$ cat src/rtl/dtq_pkg.sv
package dtq_pkg;

  localparam int unsigned DEPTH = 16;
  localparam int unsigned TimeW = 48;
  localparam int unsigned DelayW = 32;
  localparam int unsigned HandleW = 32;

  typedef enum logic [1:0] {
    FN_QUERY   = 2'd0,
    FN_ENQUEUE = 2'd1,
    FN_DEQUEUE = 2'd2,
    FN_REMOVE  = 2'd3
  } func_t;

  typedef enum logic [1:0] {
    ST_OK        = 2'd0,
    ST_NONE_DUE  = 2'd1,
    ST_NOT_FOUND = 2'd2,
    ST_FULL      = 2'd3
  } status_t;

  typedef enum logic [1:0] {
    CELL_HOLD   = 2'd0,
    CELL_INSERT = 2'd1,
    CELL_POP    = 2'd2,
    CELL_REMOVE = 2'd3
  } cell_op_t;

  typedef struct packed {
    logic               valid;
    logic [TimeW-1:0]   deadline;
    logic [HandleW-1:0] handle;
  } entry_t;

  typedef struct packed {
    cell_op_t           op;
    logic [TimeW-1:0]   deadline;
    logic [HandleW-1:0] handle;
  } cell_cmd_t;

endpackage

$ cat src/rtl/dtq_cell.sv
module dtq_cell
  import dtq_pkg::*;
(
  input  logic      clk,
  input  logic      rst_n,
  input  cell_cmd_t cmd,
  input  entry_t    left_entry,
  input  entry_t    right_entry,
  input  logic      left_ins,
  input  logic      left_hit,
  output entry_t    entry,
  output logic      ins,
  output logic      hit
);

  entry_t entry_r;
  entry_t entry_nxt;
  entry_t new_entry;

  assign new_entry = '{valid: 1'b1, deadline: cmd.deadline, handle: cmd.handle};

  // insertion point is at or before this cell
  assign ins = !entry_r.valid || (entry_r.deadline > cmd.deadline);
  // first handle match is at or before this cell
  assign hit = left_hit || (entry_r.valid && (entry_r.handle == cmd.handle));

  always_comb begin
    entry_nxt = entry_r;
    case (cmd.op)
      CELL_INSERT: begin
        if (ins) begin
          entry_nxt = left_ins ? left_entry : new_entry;
        end
      end
      CELL_POP: entry_nxt = right_entry;
      CELL_REMOVE: begin
        if (hit) begin
          entry_nxt = right_entry;
        end
      end
      default: entry_nxt = entry_r;
    endcase
  end

  always_ff @(posedge clk) begin
    if (!rst_n) begin
      entry_r <= '0;
    end else begin
      entry_r <= entry_nxt;
    end
  end

  assign entry = entry_r;

endmodule

$ cat config.mk
export PLATFORM = sky130hd
export DESIGN_NAME = dtq_cell
export DESIGN_NICKNAME = d
export VERILOG_FILES = /design/src/rtl/dtq_pkg.sv /design/src/rtl/dtq_cell.sv
export SDC_FILE = /design/constraint.sdc
export NUM_CORES = 1
export LEC_CHECK = 0
export BUFFER_PORTS_ARGS = -buffer_cell sky130_fd_sc_hd__buf_2
export CAP_MARGIN = 20
export CORE_AREA = 2 2 127 129
export CTS_CLUSTER_SIZE = 16
export DETAILED_ROUTE_END_ITERATION = 8
export DIE_AREA = 0 0 129 131
export GPL_ROUTABILITY_DRIVEN = 0
export PLACE_DENSITY_LB_ADDON = 0.08
export SLEW_MARGIN = 20
export SYNTH_ARGS = -nofsm -noshare
export SYNTH_HDL_FRONTEND = slang
export SYNTH_SLANG_ARGS = --single-unit
export TNS_END_PERCENT = 30
$ cat constraint.sdc
create_clock -name clk -period 4.4 [get_ports clk]
set_clock_uncertainty 0.1 [all_clocks]
set_input_delay 0.88 -clock clk [delete_from_list [all_inputs] [get_ports clk]]
set_output_delay 0.88 -clock clk [all_outputs]
set_load 0.005 [all_outputs]
# ---- After elaboration in Yosys (flattened, before gate mapping)
# Cells that the tools add are included.
dict set report word_totals {
  regBits 81
  wordCells 20
}
dict set report op_classes {
  mux 4
  order_cmp 1
  eq_ne 6
  n_reduce_logical 6
}
# operator count
set ops {}
lappend ops {{2-to-1 mux 81 bit} 3}
lappend ops {{case mux 81 bit (3 select lines)} 1}
lappend ops {{> comparator 48 bit} 1}
lappend ops {{equality test 32 bit} 1}
lappend ops {{equality test 2 bit, second input constant} 2}
lappend ops {{inequality test 2 bit, second input constant} 2}
lappend ops {{AND reduction 3 bit} 1}
lappend ops {{nonzero test 3 bit} 1}
lappend ops {{equality test 2 x 1 -> 1 bit, second input constant} 1}
lappend ops {{logical OR 1 bit} 2}
lappend ops {{logical AND 1 bit} 1}
lappend ops {{logical NOT 1 bit} 1}

# ---- Depth between registers and ports, before layout
# Gate-level depths: netlist (run 1).
dict set report logic_depth {
  depth_word 5
  depth_mapped 12
  mapped_depth_nobuf 10
}

# ---- Worst setup path before layout (run 1)
# OpenSTA, ideal clock, no wires.
dict set report synth_timing {
  path_type {input to output}
  start {input cmd[42] (netlist bit)}
  end {output ins}
  stages 9
  path_buffers 0
  required_time_ns 3.420
  arrival_time_ns 2.461
  path_slack_ns 0.959
  cell_sequence {inv_1 -> ha_1 -> nand4_1 -> or4_1 -> a21o_1 -> o211ai_1 -> nand4_1 -> a21o_1 -> nand2_1}
}
dict set report synth_between {
  elab_chain_len 2
}
# item line_no
set synth_lines {}
lappend synth_lines {{start, declared} dtq_cell.sv:6} ;# input cell_cmd_t cmd,
lappend synth_lines {{> comparator 48 bit} dtq_cell.sv:23} ;# assign ins = !entry_r.valid || (entry_r.deadline > cmd.deadline);
lappend synth_lines {{logical OR 1 bit} dtq_cell.sv:23}
lappend synth_lines {{end, declared} dtq_cell.sv:12} ;# output logic ins,
# Every way passes these cells.

# ---- Worst setup path after layout (run 1)
dict set report layout_timing {
  start {input cmd[39] (netlist bit)}
  end {output ins}
}
# Same word-level chain as after synthesis.

==> run_results.csv, run 1 <==
group,metric,value,unit
sta,period_share,88.54,%
floorplanning,die_h,131,um
detailed_routing,drtIter0Drc,331,
grt,grt_max_degree,97,
cells_and_area,layout_commonest_cell,"buf_2",
placement,dp_hpwl,16.18,mm
detailed_routing,wl_per_cell,15.85,um
floorplanning,fp.dieW,129,um
cells_and_area,final_cell_mix,"buf_2, nand2_1, o21ai_0",
detailed_routing,ant_nets,0,
worst_hold_path,worstHoldStart,"entry[78]",
worst_setup_path,worstSetupPathType,"in2out",
worst_hold_path,hp-class,"reg2reg",
detailed_routing,vias,7009,
cells_and_area,area_growth,32.03,%
clock_tree,clkLatencyLatePin,340,ps
worst_setup_path,crit_path_start_kind,"input port",
sta,fmax,0.2567,GHz
cells_and_area,fill_cells,1612,
detailed_routing,wirelength,21.59,mm
detailed_routing,firstDrtPassIters,5,
clock_tree,h-tree-depth,3,
sta,setup_viol,0,
worst_setup_path,required,3420,ps
synth,syn_nets,1157,
cells_and_area,largest_reg_flops,81,
worst_setup_path,arrival,2920,ps
detailed_routing,drc_errors,0,
worst_setup_path,ff2ff_setup_slack,1090,ps
clock_tree,clockBufferDepth,2,
floorplanning,core_area,15600,um^2
worst_setup_path,endpoint_kind,"output pin",
worst_setup_path,worst-path-max-fanout,2,
floorplanning,start_util,40.98,%
floorplanning,fp-row-count,46,
grt,antenna_found_initial,0,
synth,syn_inst,861,
synth,yosysWarnings,0,
floorplanning,ios,331,
grt,grt_pass1_vias,6371,
placement,port_buffers,330,
sta,setup_tns,0,ps
cells_and_area,nets,1436,
sta,period_minus_slack,3896,ps
grt,grt_overflow,0,
clock_tree,clock-root-buffer,"clkbuf_16",
grt,grt_pass1_wl,32.60,mm
synth,ys_seq_elements,81,
worst_hold_path,min_to,"entry[78]",
placement,detailed_place.area,8142,um^2
clock_tree,cts.clk_slew.worst_paths,60,ps
detailed_routing,vias_per_cell,5.146,
floorplanning,die_area,16900,um^2
synth,syn_area,6391,um^2
sta,hold_viol_final,0,
worst_hold_path,min_path_cells,2,
power_and_ir_drop,p_leak,4.311,nW
sta,rsz0062_at_grt,"false",
synth,yosysUniqueCellTypes,33,
clock_tree,cts_sinks,81,
worst_setup_path,reg2reg_depth,10,
clock_tree,numCtsBuffers,9,
synth,synth_area_per_cell,7.423,um^2
status,outcome,"finished clean",
sta,drv_slew,0,
clock_tree,cts_setup_buffers,0,
worst_setup_path,r2r-end,"entry[66]",
clock_tree,cts_resized,0,
cells_and_area,finalInstanceArea,8438,um^2
power_and_ir_drop,ir_drop,0.1937,mV
clock_tree,cts_hold_buf,0,
synth,synth-seq-area-share,25.37,%
sta,slew_headroom,39.60,%
cells_and_area,drive_gt1_share,31.18,%
run,maxCapViolCount,0,
clock_tree,cts_tree,"done",
power_and_ir_drop,p_per_area,270.4,nW/um^2
grt,grt.total_usage,24.48,%
worst_setup_path,timing.rr.start,"entry[39]",
sta,tightest_slew,906.0,ps
[metrics by stage]
stage	util, %	hold WS (ps)	std cells	total power (W)	setup slack, ps
floorplan	-	357.5	861	0.001252	959.3
global placement	52.20	353.2	1345	0.001555	467.0
detailed placement	52.20	361.7	1345	0.001559	378.5
CTS	54.08	369.0	1361	0.002307	477.6
global route	54.08	381.2	1361	0.002423	325.1
finish	54.10	365.4	1362	0.002281	504.1
[Yosys cell counts, drive strengths merged]
master	number	area [um^2]
a211oi	1	7.510
nor4	9	56.30
and4	3	26.28
a2111oi	1	27.53
nand3	6	30.03
nand2b	1	6.260
buf	17	97.59
o21ai	166	830.8
nand2	173	649.4
dfxtp	81	1622
a41o	1	10.01
nor2	4	15.01
nor2b	1	6.260
nand4	13	81.33
a211o	1	8.760
o211ai	82	615.6
xnor2	1	8.760
or4	1	7.510
mux2i	81	810.8
or2	1	6.260
a21o	7	52.55
a221oi	3	26.28
inv	50	187.7
o221ai	1	8.760
and3	1	6.260
a21oi	17	85.08
ha	48	600.6
nor3	4	20.02
clkbuf	54	202.7
a31oi	1	6.260
xor2	31	271.5
[power breakdown]
group	internal (W)	switching [W]	total, W
Clock	0.000443	0.000298	0.000741
Combinational	0.000307	0.000369	0.000677
Sequential	0.000802	0.0000623	0.000864
Total	0.00155	0.000730	0.00228
[worst max-delay path by stage]
stage | from | end | cells past startpoint
global route | cmd[57] | ins | 11
CTS | cmd[39] | ins | 11
global placement | cmd[39] | entry[59] | 12
floorplan | cmd[42] | ins | 9
finish | cmd[39] | ins | 11
detailed placement | cmd[39] | entry[40] | 12
[cell families after synthesis]
group,synth area share (%)
AND/OR/NAND/NOR,14.25
flip-flops,25.37
XOR/XNOR,4.385
buffers and inverters,7.635
AO/OA/AOI/OAI,26.27
adder cells (fa/ha/maj),9.397
multiplexers,12.69
[critical path, cell delays in order]
cell and delay (ps):
buf_2 90, inv_1 40, ha_1 290, nand2_1 80, or4_1 560, a21o_1 180
o211ai_1 170, nand4_1 220, a21o_1 230, nand2_1 50, buf_2 120
[layer usage]
| layer | global-route usage, % | up-vias | routed length, um |
|---|---|---|---|
| li1 | - | 3622 | - |
| met4 | 8.312 | 0 | 402 |
| met2 | 41.67 | 236 | 10360 |
| met1 | 31.18 | 3127 | 9564 |
| met3 | 4.723 | 24 | 1259 |
| met5 | 0 | - | 0 |
[layout make-up]
| cell class | instances | area (um^2) | area share, % |
|---|---|---|---|
| Multi-Input combinational cell | 659 | 4285 | 50.79 |
| Timing Repair Buffer | 339 | 1777 | 21.06 |
| Sequential cell | 81 | 1622 | 19.22 |
| Clock buffer | 14 | 284.0 | 3.366 |
| Tap cell | 216 | 270.3 | 3.203 |
| Inverter | 50 | 187.7 | 2.224 |
| Clock inverter | 2 | 10.01 | 0.1186 |
| Antenna cell | 1 | 2.502 | 0.02966 |
(Power assumes the default switching activity.)
==> run 2: changes to the inputs <==
--- a/config.mk
+++ b/config.mk
@@ -12,7 +12,7 @@
 export DETAILED_ROUTE_END_ITERATION = 8
 export DIE_AREA = 0 0 129 131
 export GPL_ROUTABILITY_DRIVEN = 0
-export PLACE_DENSITY_LB_ADDON = 0.08
+export PLACE_DENSITY = 0.79
 export SLEW_MARGIN = 20
 export SYNTH_ARGS = -nofsm -noshare
 export SYNTH_HDL_FRONTEND = slang
==> run 2 against run 1 <==
- core utilization down 0.14 points
- maximum frequency down 2.5%
- worst hold slack barely moved
- die area is the same
- flip-flop and latch count stayed put
- count of clock-buffer cells in the layout fell by 3
- first-iteration DRC count up 10%
- via count rose by 3.3%
- clock power rose by 1%
- largest cell class unchanged
==> run_results.csv, run 2 (synthesized netlist as in run 1, its figures left out) <==
group,metric,value,unit
clock_tree,clock-root-buffer,"clkbuf_16",
worst_hold_path,min_path_cells,2,
power_and_ir_drop,p_per_area,271.6,nW/um^2
power_and_ir_drop,p_leak,4.292,nW
cells_and_area,final_cell_mix,"buf_2, nand2_1, o21ai_0",
detailed_routing,vias,7241,
floorplanning,fp.dieW,129,um
sta,fmax,0.2503,GHz
clock_tree,h-tree-depth,3,
worst_setup_path,worstSetupPathType,"in2out",
sta,setup_tns,0,ps
sta,drv_slew,0,
clock_tree,numCtsBuffers,9,
grt,antenna_found_initial,0,
floorplanning,fp-row-count,46,
run,maxCapViolCount,0,
sta,period_minus_slack,3995,ps
floorplanning,ios,331,
cells_and_area,area_growth,31.68,%
power_and_ir_drop,seqPwrFrac,37.8,%
power_and_ir_drop,netSwitchingPower,0.0007412,W
power_and_ir_drop,pwr-share-clk,32.8,%
sta,tightest_slew,802.1,ps
placement,detailed_place.area,8127,um^2
power_and_ir_drop,p_sw_share,32.42,%
clock_tree,cts_sinks,81,
grt,grt_max_degree,92,
power_and_ir_drop,finalPower,0.002286,W
clock_tree,clockBufferDepth,2,
cells_and_area,layout_commonest_cell,"buf_2",
placement,dp_hpwl,16.13,mm
floorplanning,start_util,40.98,%
cells_and_area,nets,1434,
detailed_routing,wl_per_cell,15.75,um
worst_setup_path,crit_path_start_kind,"input port",
status,outcome,"finished clean",
grt,grt_overflow,0,
worst_setup_path,worst-path-max-fanout,2,
detailed_routing,drc_errors,0,
grt,grt.total_usage,23.89,%
sta,slew_headroom,46.53,%
clock_tree,clkLatencyLatePin,340,ps
grt,grt_pass1_vias,6508,
sta,setup_viol,0,
floorplanning,die_area,16900,um^2
worst_setup_path,endpoint_kind,"output pin",
cells_and_area,seqCellArea,1622,um^2
floorplanning,core_area,15600,um^2
cells_and_area,finalInstanceArea,8416,um^2
cells_and_area,multi_input_area,4285,um^2
cells_and_area,largest_reg_flops,81,
worst_setup_path,arrival,3020,ps
worst_hold_path,hp-class,"reg2reg",
clock_tree,cts_resized,0,
clock_tree,cts_hold_buf,0,
power_and_ir_drop,combPwrFrac,29.5,%
detailed_routing,firstDrtPassIters,6,
clock_tree,cts_setup_buffers,0,
clock_tree,cts_tree,"done",
sta,rsz0062_at_grt,"false",
cells_and_area,n_antenna_cell,0,
worst_setup_path,reg2reg_depth,10,
power_and_ir_drop,power.internal,0.001545,W
cells_and_area,fill_cells,1501,
detailed_routing,ant_nets,0,
sta,hold_viol_final,0,
detailed_routing,wirelength,21.40,mm
grt,grt_pass1_wl,32.06,mm
power_and_ir_drop,ir_drop,0.1630,mV
sta,period_share,90.80,%
worst_setup_path,required,3420,ps
clock_tree,cts.clk_slew.worst_paths,60,ps
worst_setup_path,ff2ff_setup_slack,1080,ps
detailed_routing,drtIter0Drc,364,
cells_and_area,drive_gt1_share,30.97,%
floorplanning,die_h,131,um
placement,port_buffers,330,
detailed_routing,vias_per_cell,5.328,
run 2: changes by cell type in the layout (fill, tap and decap cells not counted):
cell        change
clkbuf_1        +1
bufinv_16       +1
diode_2         -1
clkinvlp_4      +1
buf_4           -2
clkinv_4        +1
clkbuf_8        -4
run 2: final timing paths:
kind	startpoint	endpoint
setup reg to reg	entry[39]	entry[30]
hold / removal	entry[71]	entry[71]
setup / recovery	cmd[39]	ins
hold reg to reg	entry[71]	entry[71]
run 2: per-stage QoR:
stage	setup slack [ps]	instances	util, %	hold slack [ps]
2_1_floorplan	959.3	861	-	357.5
3_3_place_gp	475.5	1343	52.10	351.2
3_5_place_dp	423.6	1343	52.10	357.8
4_1_cts	408.1	1359	53.95	366.9
5_1_grt	301.1	1359	53.95	384.3
6_report	404.8	1359	53.95	365.2
run 2: critical path, cell delays in order:
cell and delay [ps]:
buf_2 90, inv_1 50, ha_1 290, nand2_1 80, or4_1 550, a21o_1 180
o211ai_1 190, nand4_1 250, a21o_1 240, nand2_1 90, buf_2 120
run 2: final cells by class:
type,instances,area share (%)
sequential,81,19.27
tap,216,3.211
clock buffer,11,2.765
multi-input combinational,659,50.92
clock inverter,5,0.6690
inverter,50,2.230
timing repair buffer,337,20.93
run 2: metal layers:
metal	part of all wire, %	vias to the layer above	GRT usage [%]
met5	0	-	0
met2	49	313	42.55
met3	6.9	29	4.194
met1	42	3285	29.10
li1	-	3614	-
met4	1.9	0	8.248
run 2: power groups by stage:
| stage | registers, W | logic (W) | clock network, W |
|---|---|---|---|
| after floorplan | 0.000873 | 0.000379 | 0 |
| after global placement | 0.000876 | 0.000660 | 0 |
| after detailed placement | 0.000878 | 0.000672 | 0 |
| after CTS | 0.000863 | 0.000675 | 0.000768 |
| after global routing | 0.000872 | 0.000751 | 0.000801 |
| final | 0.000863 | 0.000673 | 0.000750 |
==> run 3: changes to the inputs <==
--- a/config.mk
+++ b/config.mk
@@ -7,12 +7,12 @@
 export LEC_CHECK = 0
 export BUFFER_PORTS_ARGS = -buffer_cell sky130_fd_sc_hd__buf_2
 export CAP_MARGIN = 20
-export CORE_AREA = 2 2 127 129
+export CORE_UTILIZATION = 35
 export CTS_CLUSTER_SIZE = 16
 export DETAILED_ROUTE_END_ITERATION = 8
-export DIE_AREA = 0 0 129 131
 export GPL_ROUTABILITY_DRIVEN = 0
-export PLACE_DENSITY = 0.79
+export GPL_TIMING_DRIVEN = 0
+export PLACE_DENSITY = 0.69
 export SLEW_MARGIN = 20
 export SYNTH_ARGS = -nofsm -noshare
 export SYNTH_HDL_FRONTEND = slang
==> constraint.sdc (replaced) <==
create_clock -name clk -period 4.4 [get_ports clk]
set_clock_uncertainty 0.1 [all_clocks]
set_input_delay 0 -clock clk [delete_from_list [all_inputs] [get_ports clk]]
set_output_delay 0 -clock clk [all_outputs]
set_load 0.005 [all_outputs]
==> run 3 against run 2 <==
- maximum frequency is 4.8% higher
- critical endpoint is now entry[31]
- wire length grew 20%
- clock power rose by 24%
- combinational power is 15% higher
- register-to-register slack worse by 490 ps
- core utilization down 1.0 points
- total power grew 12%
- sequential power grew 0.5%
- final cell count up 11%
- die area rose by 11%
- critical path depth fell by 1
- first-iteration DRC count up 8.8%
==> run_results.csv, run 3 (synthesized netlist as in run 1, its figures left out) <==
group,metric,value,unit
status,outcome,"finished clean",
cells_and_area,final_cell_mix,"buf_2, nand2_1, o21ai_0",
sta,hold_viol_final,0,
sta,period_minus_slack,3813,ps
grt,antenna_found_initial,1,
placement,port_buffers,328,
sta,fmax,0.2623,GHz
worst_setup_path,startpoint,"entry[39]",
detailed_routing,vias_per_cell,5.251,
detailed_routing,wl_per_cell,16.99,um
clock_tree,clock-root-buffer,"clkbuf_16",
floorplanning,fp-row-count,49,
detailed_routing,drtIter0Drc,396,
clock_tree,cts.clk_slew.worst_paths,70,ps
detailed_routing,vias,7950,
grt,grt_max_degree,14,
worst_setup_path,ff2ff_setup_slack,590,ps
floorplanning,start_util,35.70,%
grt,grt_overflow,0,
floorplanning,die_area,18800,um^2
worst_setup_path,path_common_cell,"o211ai_1",
worst_setup_path,endpoint_kind,"flop",
clock_tree,cts_resized,0,
run,maxCapViolCount,0,
sta,setup_tns,0,ps
cells_and_area,area_growth,48.20,%
worst_setup_path,crit_path_end,"entry[31]",
sta,period_share,86.65,%
clock_tree,cts_sinks,81,
detailed_routing,wirelength,25.72,mm
placement,pre_cts_ws,616.5,ps
floorplanning,fp.dieW,137.1,um
worst_setup_path,crit_chain,"ha_1, nand2_1, or4_1, a21o_1, o211ai_1, nand4_1, a2111oi_4, clkbuf_1, o211ai_1, o21ai_1",
power_and_ir_drop,p_leak,4.712,nW
sta,setup_viol,0,
worst_setup_path,arrival,3970,ps
clock_tree,h-tree-depth,3,
worst_setup_path,path_buf_inv,1,
detailed_routing,firstDrtPassIters,5,
detailed_routing,ant_nets,0,
worst_setup_path,timing.rr.start,"entry[39]",
detailed_routing,drc_errors,0,
clock_tree,clockBufferDepth,2,
cells_and_area,drive_gt1_share,27.49,%
cells_and_area,fill_cells,1689,
worst_setup_path,worst-path-max-fanout,10,
floorplanning,die_h,137.1,um
worst_setup_path,reg2reg_depth,10,
worst_setup_path,cp.depth,10,
clock_tree,clkLatencyLatePin,330,ps
worst_setup_path,slowest_stage,"a2111oi_4",
worst_setup_path,cpPeakStageDelay,930,ps
sta,rsz0062_at_grt,"false",
clock_tree,cts_tree,"done",
grt,grt_pass1_vias,7775,
worst_setup_path,r2r-end,"entry[31]",
sta,layout_setup_ws,587.5,ps
worst_setup_path,required,4560,ps
worst_hold_path,hp-class,"in2reg",
grt,grt.total_usage,26.87,%
worst_setup_path,worstSetupPathType,"reg2reg",
cells_and_area,layout_commonest_cell,"buf_2",
worst_setup_path,crit_family,"compound AO/OA/AOI/OAI gates",
sta,tightest_slew,933.7,ps
cells_and_area,largest_reg_flops,81,
power_and_ir_drop,p_per_area,271.0,nW/um^2
clock_tree,numCtsBuffers,9,
floorplanning,core_area,17900,um^2
placement,dp_hpwl,19.34,mm
worst_setup_path,crit_path_start_kind,"flop",
sta,slew_headroom,37.75,%
grt,grt_pass1_wl,38.65,mm
cells_and_area,nets,1575,
floorplanning,ios,331,
power_and_ir_drop,ir_drop,0.2737,mV
sta,drv_slew,0,
run 3: cell types whose count changed in the layout (fill, tap and decap cells not counted), sizes merged, moves of 3 or more:
| cell | delta |
|---|---|
| dlygate4sd3 | +79 |
| buf | +8 |
| clkbuf | +53 |
| bufinv | +3 |
run 3: through the flow:
| step | hold slack [ps] | power, W | area, um^2 | cells | util (%) |
|---|---|---|---|---|---|
| finish | 19.52 | 0.002567 | 9472 | 1514 | 52.91 |
| global route | 42.02 | 0.002702 | 9469 | 1513 | 52.89 |
| CTS | 1.395 | 0.002578 | 9469 | 1513 | 52.89 |
| detailed placement | 255.6 | 0.001590 | 8319 | 1418 | 46.47 |
| global placement | 249.9 | 0.001579 | 8319 | 1418 | 46.47 |
| floorplan | -0.1340 | 0.001252 | 6391 | 861 | - |
run 3: what timing repair did:
item                      CTS  global route
hold buffers               79             0
hold endpoints to repair   78             0
buffers inserted            0             0
run 3: routing by layer:
| layer | GRT usage (%) | up-vias | share of wire, % |
|---|---|---|---|
| met4 | 10.32 | 0 | 2.9 |
| met5 | 0 | - | 0 |
| li1 | - | 3910 | - |
| met2 | 47.62 | 337 | 48 |
| met3 | 4.222 | 50 | 6.4 |
| met1 | 32.29 | 3653 | 42 |
run 3: area by class of cell:
cell class	instances	area [um^2]	area share (%)
antenna	1	2.502	0.02642
buffer	71	300.3	3.170
clock buffer	10	229.0	2.417
clock inverter	6	130.1	1.374
inverter	50	187.7	1.982
multi-input combinational	659	4282	45.20
sequential	81	1622	17.12
tap	229	286.5	3.025
timing repair buffer	407	2432	25.68
run 3: how the worst min path moves through the flow:
| stage | startpoint | end | slack [ps] | cells after the start |
|---|---|---|---|---|
| floorplan | left_hit | hit | -0.1 | 1 |
| global placement | left_entry[80] | entry[80] | 250 | 3 |
| detailed placement | left_hit | hit | 260 | 3 |
| CTS | right_entry[70] | entry[70] | 1 | 5 |
| global route | right_entry[66] | entry[66] | 40 | 5 |
| finish | right_entry[70] | entry[70] | 20 | 5 |
run 3: worst min-delay path, delay by kind of cell:
family | cells | cell delay, ps
buffers and inverters | 1 | 70
AO/OA/AOI/OAI | 3 | 300
AND/OR/NAND/NOR | 1 | 40
run 3: power breakdown:
group / internal, W / switching (W)
registers: 0.000801 / 0.0000662
clock network: 0.000611 / 0.000317
logic: 0.000360 / 0.000411
